File: config.mk
export PLATFORM = sky130hd
export DESIGN_NAME = iambic_morse_keyer_unit_flat
export DESIGN_NICKNAME = d
export VERILOG_FILES = /design/src/rtl/imk_pkg.sv /design/src/rtl/imk_in_if.sv /design/src/rtl/imk_out_if.sv /design/src/rtl/imk_window_unit.sv /design/src/rtl/iambic_morse_keyer_unit.sv /design/src/flat_wrapper.sv
export SDC_FILE = /design/constraint.sdc
export NUM_CORES = 1
export LEC_CHECK = 0
export ABC_AREA = 1
export BUFFER_PORTS_ARGS = -buffer_cell sky130_fd_sc_hd__buf_2
export CAP_MARGIN = 20
export CORE_ASPECT_RATIO = 1.5
export CORE_MARGIN = 2
export CORE_UTILIZATION = 30
export CTS_BUF_LIST = sky130_fd_sc_hd__clkbuf_2
export DETAILED_ROUTE_END_ITERATION = 10
export PLACE_DENSITY_LB_ADDON = 0.25
export RECOVER_POWER = 100
export SETUP_SLACK_MARGIN = 0.3
export SYNTH_ARGS = -nofsm -noshare
export SYNTH_HDL_FRONTEND = slang
export SYNTH_SLANG_ARGS = --single-unit
File: constraint.sdc
create_clock -name i_clk -period 10.85 [get_ports i_clk]
set_input_delay 0.5425 -clock i_clk [delete_from_list [all_inputs] [get_ports i_clk]]
set_output_delay 0.5425 -clock i_clk [all_outputs]
set_load 0.01 [all_outputs]
File: src/rtl/imk_pkg.sv
// ----------------------------------------------------------------------------
// imk_pkg
// Types and constants shared by the iambic keyer unit and its window unit.
// ----------------------------------------------------------------------------
`default_nettype none

package imk_pkg;

    // field widths
    localparam int DOT_W      = 18;
    localparam int DEB_W      = 14;
    localparam int PCT_W      = 7;
    localparam int LEN_W      = 20;
    localparam int CLAMP_W    = LEN_W + 1;
    localparam int PROD_W     = CLAMP_W + PCT_W;
    localparam int CFG_IDX_W  = 3;
    localparam int CFG_DATA_W = 18;
    localparam int NOW_W      = 32;

    // configuration register indexes
    localparam logic [CFG_IDX_W-1:0] CFG_DOT_TIME     = 3'd0;
    localparam logic [CFG_IDX_W-1:0] CFG_IAMBIC_B     = 3'd1;
    localparam logic [CFG_IDX_W-1:0] CFG_DEBOUNCE     = 3'd2;
    localparam logic [CFG_IDX_W-1:0] CFG_WIN_OPEN     = 3'd3;
    localparam logic [CFG_IDX_W-1:0] CFG_WIN_MARGIN   = 3'd4;

    // register reset values
    localparam logic [DOT_W-1:0] RST_DOT_TIME  = 18'd60000;
    localparam logic             RST_IAMBIC_B  = 1'b1;
    localparam logic [DEB_W-1:0] RST_DEBOUNCE  = 14'd3000;
    localparam logic [PCT_W-1:0] RST_WIN_OPEN  = 7'd0;
    localparam logic [PCT_W-1:0] RST_WIN_MARG  = 7'd0;

    // percent constants
    localparam logic [PCT_W-1:0] PCT_FULL      = 7'd100;
    localparam logic [PCT_W-1:0] PCT_FULL_P1   = 7'd101;

    typedef enum logic [1:0] {
        PH_IDLE = 2'd0,
        PH_DOT  = 2'd1,
        PH_DASH = 2'd2,
        PH_GAP  = 2'd3
    } t_phase;

    typedef enum logic [1:0] {
        EL_NONE = 2'd0,
        EL_DOT  = 2'd1,
        EL_DASH = 2'd2
    } t_elem;

    typedef enum logic [1:0] {
        EV_NONE    = 2'd0,
        EV_PRESS   = 2'd1,
        EV_RELEASE = 2'd2
    } t_event;

    // per-tick sequencer
    typedef enum logic [2:0] {
        SQ_IDLE      = 3'd0,
        SQ_PREP      = 3'd1,
        SQ_MUL_SCALE = 3'd2,
        SQ_MUL_OPEN  = 3'd3,
        SQ_MUL_CLOSE = 3'd4,
        SQ_UPD       = 3'd5
    } t_seq;

    // operations of the shared window multiplier
    typedef enum logic [1:0] {
        WOP_SCALE = 2'd0,
        WOP_OPEN  = 2'd1,
        WOP_CLOSE = 2'd2
    } t_win_op;

    typedef struct packed {
        logic    en;
        t_win_op op;
    } t_win_ctrl;

    typedef struct packed {
        logic   key_out;
        logic   dot_level;
        logic   dash_level;
        t_event dot_event;
        logic   dot_squeeze;
        t_event dash_event;
        logic   dash_squeeze;
        t_elem  element_started;
        logic   key_off_event;
    } t_result;

endpackage

`default_nettype wire

File: src/rtl/imk_in_if.sv
// ----------------------------------------------------------------------------
// imk_in_if
// Tick channel into the keyer: timestamp and raw paddle levels.
// ----------------------------------------------------------------------------
`default_nettype none

interface imk_in_if;
    logic        valid;
    logic        ready;
    logic [31:0] now_us;
    logic        dot_raw;
    logic        dash_raw;

    modport source (output valid, output now_us, output dot_raw, output dash_raw,
                    input ready);
    modport sink   (input valid, input now_us, input dot_raw, input dash_raw,
                    output ready);
endinterface

`default_nettype wire

File: src/rtl/imk_out_if.sv
// ----------------------------------------------------------------------------
// imk_out_if
// Result channel out of the keyer: key line, paddle levels and events.
// ----------------------------------------------------------------------------
`default_nettype none

interface imk_out_if;
    logic       valid;
    logic       ready;
    logic       key_out;
    logic       dot_level;
    logic       dash_level;
    logic [1:0] dot_event;
    logic       dot_squeeze;
    logic [1:0] dash_event;
    logic       dash_squeeze;
    logic [1:0] element_started;
    logic       key_off_event;

    modport source (output valid, output key_out, output dot_level, output dash_level,
                    output dot_event, output dot_squeeze, output dash_event,
                    output dash_squeeze, output element_started, output key_off_event,
                    input ready);
    modport sink   (input valid, input key_out, input dot_level, input dash_level,
                    input dot_event, input dot_squeeze, input dash_event,
                    input dash_squeeze, input element_started, input key_off_event,
                    output ready);
endinterface

`default_nettype wire

File: src/rtl/imk_window_unit.sv
// ----------------------------------------------------------------------------
// imk_window_unit
// Shared multiplier for the memory window test: scales the clamped elapsed
// time by 100, then compares it against open*len and (close+1)*len in turn.
// ----------------------------------------------------------------------------
`default_nettype none

module imk_window_unit
    import imk_pkg::*;
(
    input  logic               i_clk,
    input  t_win_ctrl          i_ctrl,
    input  logic [CLAMP_W-1:0] i_elapsed,
    input  logic [LEN_W-1:0]   i_len,
    input  logic [PCT_W-1:0]   i_open_pct,
    input  logic [PCT_W-1:0]   i_close_p1,
    output logic               o_in_window
);

    logic [CLAMP_W-1:0] mul_a;
    logic [PCT_W-1:0]   mul_b;
    logic [PROD_W-1:0]  prod;
    logic [PROD_W-1:0]  r_scaled;
    logic               r_ge_open;
    logic               r_lt_close;

    // operand selection for the single multiplier
    always_comb begin
        case (i_ctrl.op)
            WOP_SCALE: begin
                mul_a = i_elapsed;
                mul_b = PCT_FULL;
            end
            WOP_OPEN: begin
                mul_a = {1'b0, i_len};
                mul_b = i_open_pct;
            end
            WOP_CLOSE: begin
                mul_a = {1'b0, i_len};
                mul_b = i_close_p1;
            end
            default: begin
                mul_a = '0;
                mul_b = '0;
            end
        endcase
    end

    assign prod = {{PCT_W{1'b0}}, mul_a} * {{CLAMP_W{1'b0}}, mul_b};

    // product capture and window bound compares
    always_ff @(posedge i_clk) begin
        if (i_ctrl.en) begin
            case (i_ctrl.op)
                WOP_SCALE: r_scaled   <= prod;
                WOP_OPEN:  r_ge_open  <= (r_scaled >= prod);
                WOP_CLOSE: r_lt_close <= (r_scaled < prod);
                default: ;
            endcase
        end
    end

    assign o_in_window = r_ge_open & r_lt_close;

endmodule

`default_nettype wire

File: src/rtl/iambic_morse_keyer_unit.sv
// ----------------------------------------------------------------------------
// iambic_morse_keyer_unit
// Iambic paddle keyer with debounce and Curtis mode B element memory, run once
// per timestamped tick.
// ----------------------------------------------------------------------------
// each accepted tick runs through the prep, scale, open, close and update steps, and
//   its result is registered when the update step commits; the sequencer steps the
//   shared window multiplier three times per tick and takes a new tick only when idle
// the next tick is taken while a finished result still waits on the output
// reset (synchronous, active low) returns the keyer to idle and the
//   configuration registers to their default values
`default_nettype none

module iambic_morse_keyer_unit
    import imk_pkg::*;
#(
    parameter int TIME_BITS = 32
) (
    input  logic                  i_clk,
    input  logic                  i_rst_n,
    input  logic                  i_cfg_wr_en,
    input  logic [CFG_IDX_W-1:0]  i_cfg_addr,
    input  logic [CFG_DATA_W-1:0] i_cfg_wr_data,
    imk_in_if.sink                i_in,
    imk_out_if.source             o_out
);

    // configuration registers
    logic [DOT_W-1:0] r_dot_time;
    logic             r_iambic_b;
    logic [DEB_W-1:0] r_debounce;
    logic [PCT_W-1:0] r_win_open;
    logic [PCT_W-1:0] r_win_margin;

    // keyer state
    t_phase               r_phase, n_phase;
    logic                 r_key_active, n_key_active;
    t_elem                r_latched, n_latched;
    t_elem                r_last, n_last;
    logic [TIME_BITS-1:0] r_phase_start, n_phase_start;
    logic [LEN_W-1:0]     r_phase_len, n_phase_len;
    logic                 r_dot_held, r_dash_held;
    logic [TIME_BITS-1:0] r_dot_change, r_dash_change;

    // sequencer and per-tick work registers
    t_seq                 r_seq, n_seq;
    t_win_ctrl            win_ctrl;
    logic [TIME_BITS-1:0] r_now;
    logic                 r_dot_raw, r_dash_raw;
    t_event               r_dot_ev, r_dash_ev;
    logic                 r_dot_sq, r_dash_sq;
    logic                 r_done;
    logic [CLAMP_W-1:0]   r_elapsed_c;

    // output register
    t_result r_res;
    logic    r_out_valid;
    logic    out_free;
    logic    commit;

    logic [TIME_BITS+NOW_W-1:0] now_ext;
    logic [TIME_BITS-1:0]       now_t;
    logic [TIME_BITS-1:0]       deb_ext;
    logic [TIME_BITS-1:0]       dot_age, dash_age, elapsed;
    logic                       dot_acc, dash_acc;
    logic                       dot_new, dash_new;
    logic [CLAMP_W-1:0]         len_x2;
    logic [PCT_W-1:0]           margin_sat;
    logic [PCT_W-1:0]           close_p1;
    logic [LEN_W-1:0]           dot_len, dash_len;
    logic                       in_window;
    t_elem                      start_el;
    t_elem                      next_el;
    logic                       key_off;

    // timestamp taken modulo the time width
    assign now_ext = {{TIME_BITS{1'b0}}, i_in.now_us};
    assign now_t   = now_ext[TIME_BITS-1:0];

    // configuration writes
    always_ff @(posedge i_clk) begin
        if (!i_rst_n) begin
            r_dot_time   <= RST_DOT_TIME;
            r_iambic_b   <= RST_IAMBIC_B;
            r_debounce   <= RST_DEBOUNCE;
            r_win_open   <= RST_WIN_OPEN;
            r_win_margin <= RST_WIN_MARG;
        end else if (i_cfg_wr_en) begin
            case (i_cfg_addr)
                CFG_DOT_TIME:   r_dot_time   <= i_cfg_wr_data[DOT_W-1:0];
                CFG_IAMBIC_B:   r_iambic_b   <= i_cfg_wr_data[0];
                CFG_DEBOUNCE:   r_debounce   <= i_cfg_wr_data[DEB_W-1:0];
                CFG_WIN_OPEN:   r_win_open   <= i_cfg_wr_data[PCT_W-1:0];
                CFG_WIN_MARGIN: r_win_margin <= i_cfg_wr_data[PCT_W-1:0];
                default: ;
            endcase
        end
    end

    assign i_in.ready = (r_seq == SQ_IDLE);
    assign out_free   = !r_out_valid || o_out.ready;
    assign commit     = (r_seq == SQ_UPD) && out_free;

    // sequencer state register
    always_ff @(posedge i_clk) begin
        if (!i_rst_n) begin
            r_seq <= SQ_IDLE;
        end else begin
            r_seq <= n_seq;
        end
    end

    // sequencer next state and multiplier steps
    always_comb begin
        n_seq       = r_seq;
        win_ctrl.en = 1'b0;
        win_ctrl.op = WOP_SCALE;
        case (r_seq)
            SQ_IDLE: begin
                if (i_in.valid) begin
                    n_seq = SQ_PREP;
                end
            end
            SQ_PREP: begin
                n_seq = SQ_MUL_SCALE;
            end
            SQ_MUL_SCALE: begin
                win_ctrl.en = 1'b1;
                win_ctrl.op = WOP_SCALE;
                n_seq       = SQ_MUL_OPEN;
            end
            SQ_MUL_OPEN: begin
                win_ctrl.en = 1'b1;
                win_ctrl.op = WOP_OPEN;
                n_seq       = SQ_MUL_CLOSE;
            end
            SQ_MUL_CLOSE: begin
                win_ctrl.en = 1'b1;
                win_ctrl.op = WOP_CLOSE;
                n_seq       = SQ_UPD;
            end
            SQ_UPD: begin
                if (out_free) begin
                    n_seq = SQ_IDLE;
                end
            end
            default: begin
                n_seq = SQ_IDLE;
            end
        endcase
    end

    // tick capture
    always_ff @(posedge i_clk) begin
        if (i_in.valid && i_in.ready) begin
            r_now      <= now_t;
            r_dot_raw  <= i_in.dot_raw;
            r_dash_raw <= i_in.dash_raw;
        end
    end

    // debounce and elapsed time for this tick
    assign deb_ext  = {{(TIME_BITS-DEB_W){1'b0}}, r_debounce};
    assign dot_age  = r_now - r_dot_change;
    assign dash_age = r_now - r_dash_change;
    assign dot_acc  = (r_dot_raw != r_dot_held) && (dot_age >= deb_ext);
    assign dash_acc = (r_dash_raw != r_dash_held) && (dash_age >= deb_ext);
    assign dot_new  = dot_acc ? r_dot_raw : r_dot_held;
    assign dash_new = dash_acc ? r_dash_raw : r_dash_held;
    assign elapsed  = r_now - r_phase_start;
    assign len_x2   = {r_phase_len, 1'b0};

    // paddle state update, dot before dash
    always_ff @(posedge i_clk) begin
        if (!i_rst_n) begin
            r_dot_held    <= 1'b0;
            r_dash_held   <= 1'b0;
            r_dot_change  <= '0;
            r_dash_change <= '0;
        end else if (r_seq == SQ_PREP) begin
            r_dot_held  <= dot_new;
            r_dash_held <= dash_new;
            if (dot_acc) begin
                r_dot_change <= r_now;
            end
            if (dash_acc) begin
                r_dash_change <= r_now;
            end
        end
    end

    // events and elapsed clamp for the later steps
    always_ff @(posedge i_clk) begin
        if (r_seq == SQ_PREP) begin
            r_dot_ev  <= dot_acc ? (r_dot_raw ? EV_PRESS : EV_RELEASE) : EV_NONE;
            r_dash_ev <= dash_acc ? (r_dash_raw ? EV_PRESS : EV_RELEASE) : EV_NONE;
            r_dot_sq  <= dot_acc & dot_new & r_dash_held;
            r_dash_sq <= dash_acc & dot_new & dash_new;
            r_done    <= (elapsed >= {{(TIME_BITS-LEN_W){1'b0}}, r_phase_len});
            if (elapsed > {{(TIME_BITS-CLAMP_W){1'b0}}, len_x2}) begin
                r_elapsed_c <= len_x2;
            end else begin
                r_elapsed_c <= elapsed[CLAMP_W-1:0];
            end
        end
    end

    // window bounds
    assign margin_sat = (r_win_margin > PCT_FULL) ? PCT_FULL : r_win_margin;
    assign close_p1   = PCT_FULL_P1 - margin_sat;

    imk_window_unit u_window (
        .i_clk       (i_clk),
        .i_ctrl      (win_ctrl),
        .i_elapsed   (r_elapsed_c),
        .i_len       (r_phase_len),
        .i_open_pct  (r_win_open),
        .i_close_p1  (close_p1),
        .o_in_window (in_window)
    );

    // element lengths
    assign dot_len  = {{(LEN_W-DOT_W){1'b0}}, r_dot_time};
    assign dash_len = dot_len + {dot_len[LEN_W-2:0], 1'b0};

    // keyer phase machine
    always_comb begin
        n_phase       = r_phase;
        n_key_active  = r_key_active;
        n_latched     = r_latched;
        n_last        = r_last;
        n_phase_start = r_phase_start;
        n_phase_len   = r_phase_len;
        start_el      = EL_NONE;
        next_el       = EL_NONE;
        key_off       = 1'b0;
        case (r_phase)
            PH_IDLE: begin
                if (r_dot_held) begin
                    start_el = EL_DOT;
                end else if (r_dash_held) begin
                    start_el = EL_DASH;
                end
            end
            PH_DOT, PH_DASH: begin
                // mode b memory latch
                if (r_iambic_b && (r_latched == EL_NONE) && in_window) begin
                    if ((r_last == EL_DOT) && r_dash_held) begin
                        n_latched = EL_DASH;
                    end else if ((r_last == EL_DASH) && r_dot_held) begin
                        n_latched = EL_DOT;
                    end
                end
                if (r_done) begin
                    n_key_active  = 1'b0;
                    key_off       = 1'b1;
                    n_phase       = PH_GAP;
                    n_phase_start = r_now;
                    n_phase_len   = dot_len;
                end
            end
            default: begin
                if (r_done) begin
                    if (r_iambic_b) begin
                        if (r_latched != EL_NONE) begin
                            next_el   = r_latched;
                            n_latched = EL_NONE;
                        end else if (r_dot_held && !r_dash_held) begin
                            next_el = EL_DOT;
                        end else if (r_dash_held && !r_dot_held) begin
                            next_el = EL_DASH;
                        end else if (r_dot_held && r_dash_held) begin
                            next_el = (r_last == EL_DOT) ? EL_DASH : EL_DOT;
                        end
                    end
                    if (next_el != EL_NONE) begin
                        start_el = next_el;
                    end else begin
                        n_phase      = PH_IDLE;
                        n_last       = EL_NONE;
                        n_key_active = 1'b0;
                    end
                end
            end
        endcase
        // element start
        if (start_el != EL_NONE) begin
            n_last        = start_el;
            n_phase_start = r_now;
            n_key_active  = 1'b1;
            if (start_el == EL_DOT) begin
                n_phase     = PH_DOT;
                n_phase_len = dot_len;
            end else begin
                n_phase     = PH_DASH;
                n_phase_len = dash_len;
            end
        end
    end

    // keyer state register
    always_ff @(posedge i_clk) begin
        if (!i_rst_n) begin
            r_phase       <= PH_IDLE;
            r_key_active  <= 1'b0;
            r_latched     <= EL_NONE;
            r_last        <= EL_NONE;
            r_phase_start <= '0;
            r_phase_len   <= '0;
        end else if (commit) begin
            r_phase       <= n_phase;
            r_key_active  <= n_key_active;
            r_latched     <= n_latched;
            r_last        <= n_last;
            r_phase_start <= n_phase_start;
            r_phase_len   <= n_phase_len;
        end
    end

    // output register valid
    always_ff @(posedge i_clk) begin
        if (!i_rst_n) begin
            r_out_valid <= 1'b0;
        end else if (commit) begin
            r_out_valid <= 1'b1;
        end else if (o_out.ready) begin
            r_out_valid <= 1'b0;
        end
    end

    // output register payload
    always_ff @(posedge i_clk) begin
        if (commit) begin
            r_res.key_out         <= n_key_active;
            r_res.dot_level       <= r_dot_held;
            r_res.dash_level      <= r_dash_held;
            r_res.dot_event       <= r_dot_ev;
            r_res.dot_squeeze     <= r_dot_sq;
            r_res.dash_event      <= r_dash_ev;
            r_res.dash_squeeze    <= r_dash_sq;
            r_res.element_started <= start_el;
            r_res.key_off_event   <= key_off;
        end
    end

    assign o_out.valid           = r_out_valid;
    assign o_out.key_out         = r_res.key_out;
    assign o_out.dot_level       = r_res.dot_level;
    assign o_out.dash_level      = r_res.dash_level;
    assign o_out.dot_event       = r_res.dot_event;
    assign o_out.dot_squeeze     = r_res.dot_squeeze;
    assign o_out.dash_event      = r_res.dash_event;
    assign o_out.dash_squeeze    = r_res.dash_squeeze;
    assign o_out.element_started = r_res.element_started;
    assign o_out.key_off_event   = r_res.key_off_event;

    // key line follows the sounding phases
    a_key_phase: assert property (@(posedge i_clk) disable iff (!i_rst_n)
        r_key_active == ((r_phase == PH_DOT) || (r_phase == PH_DASH)))
        else $error("key line disagrees with keyer phase");

    // a started element keys the transmitter in the same transaction
    a_start_keys: assert property (@(posedge i_clk) disable iff (!i_rst_n)
        (r_out_valid && (r_res.element_started != EL_NONE)) |-> r_res.key_out)
        else $error("element started without key down");

    // an element end releases the key
    a_keyoff_rel: assert property (@(posedge i_clk) disable iff (!i_rst_n)
        (r_out_valid && r_res.key_off_event) |-> !r_res.key_out)
        else $error("key off event with key still down");

    // an accepted tick enters the preparation step next
    a_tick_prep: assert property (@(posedge i_clk) disable iff (!i_rst_n)
        (i_in.valid && i_in.ready) |=> (r_seq == SQ_PREP))
        else $error("accepted tick did not start the sequencer");

endmodule

`default_nettype wire
File: src/flat_wrapper.sv
// flat-port wrapper written by rule: the top's interface ports become plain ports
module iambic_morse_keyer_unit_flat import imk_pkg::*;
#(
    parameter int TIME_BITS = 32
)
  (i_clk, i_rst_n, i_cfg_wr_en, i_cfg_addr, i_cfg_wr_data, i_in_valid, i_in_now_us, i_in_dot_raw, i_in_dash_raw, i_in_ready, o_out_valid, o_out_key_out, o_out_dot_level, o_out_dash_level, o_out_dot_event, o_out_dot_squeeze, o_out_dash_event, o_out_dash_squeeze, o_out_element_started, o_out_key_off_event, o_out_ready);
  imk_in_if i_in_i ();
  imk_out_if o_out_i ();
  input  logic i_clk;
  input  logic i_rst_n;
  input  logic i_cfg_wr_en;
  input  logic [CFG_IDX_W-1:0] i_cfg_addr;
  input  logic [CFG_DATA_W-1:0] i_cfg_wr_data;
  input wire logic [$bits(i_in_i.valid)-1:0] i_in_valid;
  input wire logic [$bits(i_in_i.now_us)-1:0] i_in_now_us;
  input wire logic [$bits(i_in_i.dot_raw)-1:0] i_in_dot_raw;
  input wire logic [$bits(i_in_i.dash_raw)-1:0] i_in_dash_raw;
  output wire logic [$bits(i_in_i.ready)-1:0] i_in_ready;
  output wire logic [$bits(o_out_i.valid)-1:0] o_out_valid;
  output wire logic [$bits(o_out_i.key_out)-1:0] o_out_key_out;
  output wire logic [$bits(o_out_i.dot_level)-1:0] o_out_dot_level;
  output wire logic [$bits(o_out_i.dash_level)-1:0] o_out_dash_level;
  output wire logic [$bits(o_out_i.dot_event)-1:0] o_out_dot_event;
  output wire logic [$bits(o_out_i.dot_squeeze)-1:0] o_out_dot_squeeze;
  output wire logic [$bits(o_out_i.dash_event)-1:0] o_out_dash_event;
  output wire logic [$bits(o_out_i.dash_squeeze)-1:0] o_out_dash_squeeze;
  output wire logic [$bits(o_out_i.element_started)-1:0] o_out_element_started;
  output wire logic [$bits(o_out_i.key_off_event)-1:0] o_out_key_off_event;
  input wire logic [$bits(o_out_i.ready)-1:0] o_out_ready;
  assign i_in_i.valid = i_in_valid;
  assign i_in_i.now_us = i_in_now_us;
  assign i_in_i.dot_raw = i_in_dot_raw;
  assign i_in_i.dash_raw = i_in_dash_raw;
  assign i_in_ready = i_in_i.ready;
  assign o_out_valid = o_out_i.valid;
  assign o_out_key_out = o_out_i.key_out;
  assign o_out_dot_level = o_out_i.dot_level;
  assign o_out_dash_level = o_out_i.dash_level;
  assign o_out_dot_event = o_out_i.dot_event;
  assign o_out_dot_squeeze = o_out_i.dot_squeeze;
  assign o_out_dash_event = o_out_i.dash_event;
  assign o_out_dash_squeeze = o_out_i.dash_squeeze;
  assign o_out_element_started = o_out_i.element_started;
  assign o_out_key_off_event = o_out_i.key_off_event;
  assign o_out_i.ready = o_out_ready;
  iambic_morse_keyer_unit #(.TIME_BITS(TIME_BITS)) u_core (.i_clk(i_clk), .i_rst_n(i_rst_n), .i_cfg_wr_en(i_cfg_wr_en), .i_cfg_addr(i_cfg_addr), .i_cfg_wr_data(i_cfg_wr_data), .i_in(i_in_i), .o_out(o_out_i));
endmodule
==> results of run 1 <==
==> worst register-to-register path, delay by kind of cell, from the launching register on <==
family          cells  cell delay (ns)
compound gates      3             1.07
xor+xnor            1             0.17
fa+ha+maj           6             2.77
buf+inv             7             0.92
flops               1             0.44
simple gates       13             3.21
==> through the flow <==
stage                     instances  area, µm²  utilization  hold slack (ns)  setup WS (ns)
after global routing           5123      28700        0.337          0.00635          0.963
after floorplan                3764      25700            -            0.400           4.12
final                          5123      28700        0.337            0.139           1.98
after global placement         4901      27300        0.321            0.408           2.52
after detailed placement       4901      27300        0.321            0.415           2.41
after CTS                      5117      28800        0.338           0.0151           2.39
==> cell families (layout without fill, tap and decap cells) <==
| group | count (synthesis) | count (layout) | share of synthesized area |
|---|---|---|---|
| compound gates | 551 | 551 | 0.115 |
| xor+xnor | 88 | 88 | 0.0300 |
| fa+ha+maj | 353 | 353 | 0.200 |
| buf+inv | 796 | 1019 | 0.120 |
| flops | 280 | 280 | 0.258 |
| other cells | 2 | 10 | 0.000292 |
| simple gates | 1692 | 1692 | 0.276 |
==> where the power goes <==
| group | switching, W | internal (W) |
|---|---|---|
| clock | 0.000506 | 0.000311 |
| combinational | 0.00175 | 0.00101 |
| sequential | 0.0000609 | 0.00125 |
==> path summary, 6_finish.rpt <==
path	startpoint	to	slack (ns)	depth (start not counted)
setup reg to reg	u_core.r_seq[2]	u_core.u_window.r_lt_close	1.98	30
setup / recovery	u_core.r_seq[2]	u_core.u_window.r_lt_close	1.98	30
hold / removal	i_in_now_us[28]	u_core.r_now[28]	0.14	2
hold reg to reg	u_core.r_dash_ev[1]	u_core.o_out.dash_event[1]	0.43	0
==> area by class of cell <==
type                            count  area, µm²  area share
Timing Repair Buffer              166       1190      0.0417
Inverter                          714       2680      0.0935
Multi-Input combinational cell   2688      16000       0.558
Tap cell                         1130       1410      0.0493
Sequential cell                   280       6650       0.232
Antenna cell                        6       15.0    0.000524
Clock buffer                      115        576      0.0201
Clock inverter                     24        140     0.00489
==> state kept, by name, indices dropped and copies added, names as in the netlist, 2 cells and up <==
register and flops:
u_core.r_last 2, u_core.r_seq 3, u_core.r_dot_ev 2, u_core.r_phase_start 32, u_core.r_dash_change 32, u_core.r_now 32
u_core.o_out.dot_event 2, u_core.r_dot_time 18, u_core.r_win_margin 7, u_core.r_elapsed_c 21, u_core.r_phase 2, u_core.r_win_open 7
u_core.u_window.r_scaled 28, u_core.r_dot_change 32, u_core.r_latched 2, u_core.r_dash_ev 2, u_core.r_debounce 14, u_core.o_out.element_started 2
u_core.r_phase_len 20, u_core.o_out.dash_event 2
==> synth_stat cells, types with 9 or more instances <==
library cell / n
o21bai_1: 11
nand3_1: 175
nor2_1: 355
a211oi_1: 10
o211ai_1: 15
nand4_1: 70
nand2_1: 983
edfxtp_1: 104
o21ai_1: 10
xor2_1: 67
o21ai_0: 174
nand3b_1: 16
a21oi_1: 287
inv_1: 705
fa_1: 98
xnor2_1: 21
nand3_2: 13
nor2_2: 9
clkbuf_1: 48
dfxtp_1: 176
ha_1: 255
buf_2: 19
a31oi_1: 13
nor3_1: 30
buf_6: 10
==> metal layers <==
metal  global-route usage  wire length, µm  up-vias
li1                     -                -    12400
met1                0.180            29900    11000
met2                0.355            42600      469
met3               0.0248             2390      222
met4                0.114             5350        0
met5                    0                0        -
==> reports/qor.txt, run 1 <==
Maximum VDD drop: 0.0945 mV
Gr usage total: 0.182
Rows: 131
GRT Residual Overflow: 0
Startpoint types: flop
Nets: 4,340
Leakage: 13.9 nW
Post-layout min period: 8.87 ns
Mapped cell area: 25,700 µm²
Routed wire length: 80.2 mm
CTS Root Cell: clkbuf_2
Highest-count cells in the layout ignoring fill and taps: 984 x nand2_1, 707 x inv_1, 356 x nor2_1, 286 x a21oi_1, 255 x ha_1
Synth Area per Inst: 6.84 µm²
YS warnings: 0
WL/cell: 15.7 µm
Largest net degree at the start of global routing: 79
Top post-synthesis cells by area: nand2_1 14%, dfxtp_1 14%, ha_1 12%
HP Class: in2reg
Synth Flop Type: dfxtp_1
Final Skew: 0.130 ns
Num CTS Buffers: 77
Synth top area share: 0.143
Top-Level Pins: 74
CP Class: reg2reg
Worst path arrival time: 9.74 ns
Fmax: 113 MHz
Tcrit/Tclk final: 0.817
Via density: 4.69
CTS resizes: 0
WP data required: 11.72 ns
Final GP Congestion: 0.956
Tot Pwr: 0.00488 W
Vias: 24,000
Fin. Hold Viols: 0
Slowest cell delay on critical path: 0.76 ns
Initial antenna violation count: 3
Critical path's slowest cell: nand2_1
EDFF count, synth: 104
Violated checks: capacitance limit, slew limit
Critical Path Fanout Max: 37
CP bufs+invs: 7
Delay-heaviest family, CP: simple AND/OR/NAND/NOR gates
First-pass GRT wire length: 127 mm
Unique masters post-synth: 54
Core area: 85,100 µm²
Post-DRT Antenna Nets: 0
Synthesized instance count: 3,762
Commonest non-fill, non-tap cell in the layout: nand2_1
Worst relative slew slack: -1.32
CTS Sinks: 280
Die W: 243 µm
Clk_lat worst skew: 1.17 ns
Die height: 363 µm
Final setup fails: 0
RSZ-0062 raised after global routing: no
Vias in the first global route: 24,500
DR pass1 iterations: 5
DRC viols: 0
DP HPWL: 64.9 mm
Synthesis-stage register bit count: 280
Slew @ Worst Pin: 3.47 ns
PortBufs: 73
Area grow syn2layout: 11.4%
# fillers: 9,409
Hold Buf Count CTS: 77
Crit. End Element: flop
CTS H-tree lvls: 3
Max_cap viols: 9
Initial Util: 0.302
Reg clk slew, reported paths: 0.11 ns
Die area: 88,100 µm²
Setup TNS Final: 0 ns
Post-synth ARST share: 0
Layout cell share with drive strength beyond 1: 0.0567
Post-CTS Setup Bufs: 0
CTS max path bufs: 3
Max-slew violations: 475
CTS tree: yes
Status: complete, but fails checks
Pwr/cell area: 170 nW/µm²
Starting DRT DRC Count: 1,126
Sequential fraction of the synthesis area: 0.258
Post-synth top area cell: nand2_1
Most common cell on crit path: inv_1
(Power assumes the default switching activity.)
==> inputs of run 2 (changes only) <==
clock period = 8.45 ns   (was 10.85 ns; I/O delays follow)
==> run 2 against run 1 <==
Against the previous run: the flow still finishes with violations (capacitance limit, slew limit); combinational power up 31%; sequential power up 28%; hold slack better by 0.0048 ns; sequential share of layout area down 0.39 points; clock skew up 0.049 ns; design area up 1.7%; largest cell class unchanged.
==> reports/qor.txt, run 2 (synthesis gave the netlist of run 1 again) <==
Max-slew violations: 505 (was 475)
DRC viols: 0 (unchanged)
CTS Root Cell: clkbuf_2 (unchanged)
CTS Sinks: 280 (unchanged)
DP HPWL: 65.5 mm (was 64.9 mm)
DR pass1 iterations: 8 (was 5)
Slew @ Worst Pin: 3.68 ns (was 3.47 ns)
CTS tree: yes (unchanged)
Routed wire length: 81.2 mm (was 80.2 mm)
Top-Level Pins: 74 (unchanged)
Final GP Congestion: 0.931 (was 0.956)
Max_cap viols: 9 (unchanged)
PortBufs: 73 (unchanged)
Hold_sp: i_cfg_wr_data[7] (was i_in_now_us[28])
# fillers: 9,400 (was 9,409)
Largest net degree at the start of global routing: 95 (was 79)
WP data required: 9.34 ns (was 11.72 ns)
RSZ-0062 raised after global routing: no (unchanged)
Vias: 24,200 (was 24,000)
Maximum VDD drop: 0.129 mV (was 0.0945 mV)
Tcrit/Tclk final: 0.906 (was 0.817)
Die W: 243 µm (unchanged)
Initial Util: 0.302 (unchanged)
CP Class: reg2reg (unchanged)
Post-layout min period: 7.66 ns (was 8.87 ns)
Clk_lat worst skew: 1.16 ns (was 1.17 ns)
Worst path arrival time: 8.54 ns (was 9.74 ns)
Starting DRT DRC Count: 1,027 (was 1,126)
Area grow syn2layout: 13.3% (was 11.4%)
Violated checks: capacitance limit, slew limit (unchanged)
GRT Residual Overflow: 0 (unchanged)
Commonest non-fill, non-tap cell in the layout: nand2_1 (unchanged)
Most common cell on crit path: inv_1 (unchanged)
Via density: 4.69 (about the same)
Num CTS Buffers: 78 (was 77)
WL/cell: 15.7 µm (about the same)
Layout cell share with drive strength beyond 1: 0.0588 (was 0.0567)
Fin. Hold Viols: 0 (unchanged)
Critical Path Fanout Max: 8 (was 37)
Nets: 4,394 (was 4,340)
Rows: 131 (unchanged)
Tot Pwr: 0.00626 W (was 0.00488 W)
Reg clk slew, reported paths: 0.10 ns (was 0.11 ns)
Reg2reg start: u_core.r_seq[0] (was u_core.r_seq[2])
Fmax: 131 MHz (was 113 MHz)
Final setup fails: 0 (unchanged)
Slack of the critical path: 0.795 ns (was 1.98 ns)
Die height: 363 µm (unchanged)
Gr usage total: 0.184 (was 0.182)
HP Class: in2reg (unchanged)
Crit. End Element: flop (unchanged)
Post-DRT Antenna Nets: 0 (unchanged)
Initial antenna violation count: 2 (was 3)
Startpoint types: flop (unchanged)
CTS H-tree lvls: 3 (unchanged)
Leakage: 14.0 nW (was 13.9 nW)
Critical path's slowest cell: fa_1 (was nand2_1)
Setup WS pre-CTS: 0.302 ns (was 2.41 ns)
CP startpoint: u_core.r_seq[0] (was u_core.r_seq[2])
Core area: 85,100 µm² (unchanged)
Status: complete, but fails checks (unchanged)
Final Skew: 0.179 ns (was 0.130 ns)
CTS max path bufs: 3 (unchanged)
Die area: 88,100 µm² (unchanged)
Worst relative slew slack: -1.45 (was -1.32)
Highest-count cells in the layout ignoring fill and taps: 983 x nand2_1, 704 x inv_1, 356 x nor2_1, 285 x a21oi_1, 255 x ha_1 (was 984 x nand2_1, 707 x inv_1, 356 x nor2_1, 286 x a21oi_1, 255 x ha_1)
Setup TNS Final: 0 ns (unchanged)
Slowest cell delay on critical path: 0.54 ns (was 0.76 ns)
First-pass GRT wire length: 127 mm (about the same)
Vias in the first global route: 24,400 (was 24,500)
Pwr/cell area: 215 nW/µm² (was 170 nW/µm²)
==> run 2: cell types whose count changed in the layout (fill, tap and decap cells not counted), moves of 2 or more <==
cell           previous run  this run
buf_4                     8        14
clkinv_1                 18        24
dlygate4sd3_1            77       122
buf_2                    47        54
diode_2                   6         4
clkinvlp_4                1         6
clkbuf_2                116       105
inv_1                   707       704
clkbuf_1                 33        27
o21ai_2                   0         2
==> run 2: cell type report <==
type | instances | area [µm²] | share of cell area
tap | 1130 | 1410 | 0.0485
inverter | 714 | 2700 | 0.0925
antenna | 4 | 10.0 | 0.000343
timing repair buffer | 218 | 1710 | 0.0586
sequential | 280 | 6650 | 0.228
multi-input combinational | 2688 | 16000 | 0.549
clock inverter | 28 | 123 | 0.00421
clock buffer | 105 | 526 | 0.0180
timing repair inverter | 1 | 7.51 | 0.000258
==> run 2: worst max-delay path, delay by kind of cell (launching register included) <==
family | cells | cell delay (ns)
buffers and inverters | 9 | 0.96
flip-flops | 1 | 0.34
XOR/XNOR | 1 | 0.17
adder cells (fa/ha/maj) | 6 | 2.78
AND/OR/NAND/NOR | 14 | 2.32
AO/OA/AOI/OAI | 3 | 0.81
==> run 2: worst paths after layout <==
path                           endpoint  slack [ns]  cells past startpoint
max          u_core.u_window.r_lt_close        0.79                     33
min                u_core.r_debounce[7]        0.14                      4
max reg2reg  u_core.u_window.r_lt_close        0.79                     33
min reg2reg   u_core.o_out.dot_event[0]        0.42                      0
==> run 2: stage by stage <==
stage          area, µm²  std cells  hold slack [ns]   util
6_report           29100       5168            0.144  0.343
5_1_grt            29100       5168           0.0745  0.343
4_1_cts            29200       5162          0.00632  0.343
3_5_place_dp       27300       4907            0.406  0.321
3_3_place_gp       27300       4907            0.405  0.321
2_1_floorplan      25700       3764            0.400      -
==> run 2: repair_timing <==
action	in CTS	in global routing
setup endpoints to repair	0	2
endpoints found under the hold margin	136	0
hold buffers	122	0
gates resized for setup	0	18
buffers inserted	0	1
==> run 2: where the power goes <==
| group | switching [W] | total [W] | leakage (nW) | internal, W |
|---|---|---|---|---|
| Combinational | 0.00229 | 0.00361 | 11.1 | 0.00132 |
| Clock | 0.000637 | 0.000977 | 0.494 | 0.000340 |
| Sequential | 0.0000776 | 0.00168 | 2.40 | 0.00160 |
| Total | 0.00300 | 0.00626 | 14.0 | 0.00326 |
==> run 2: per-layer routing <==
layer	vias up	GRT usage	share of wire
li1	12400	-	-
met1	11100	0.181	0.37
met2	446	0.368	0.55
met3	205	0.0222	0.032
met4	0	0.0971	0.053
met5	-	0	0
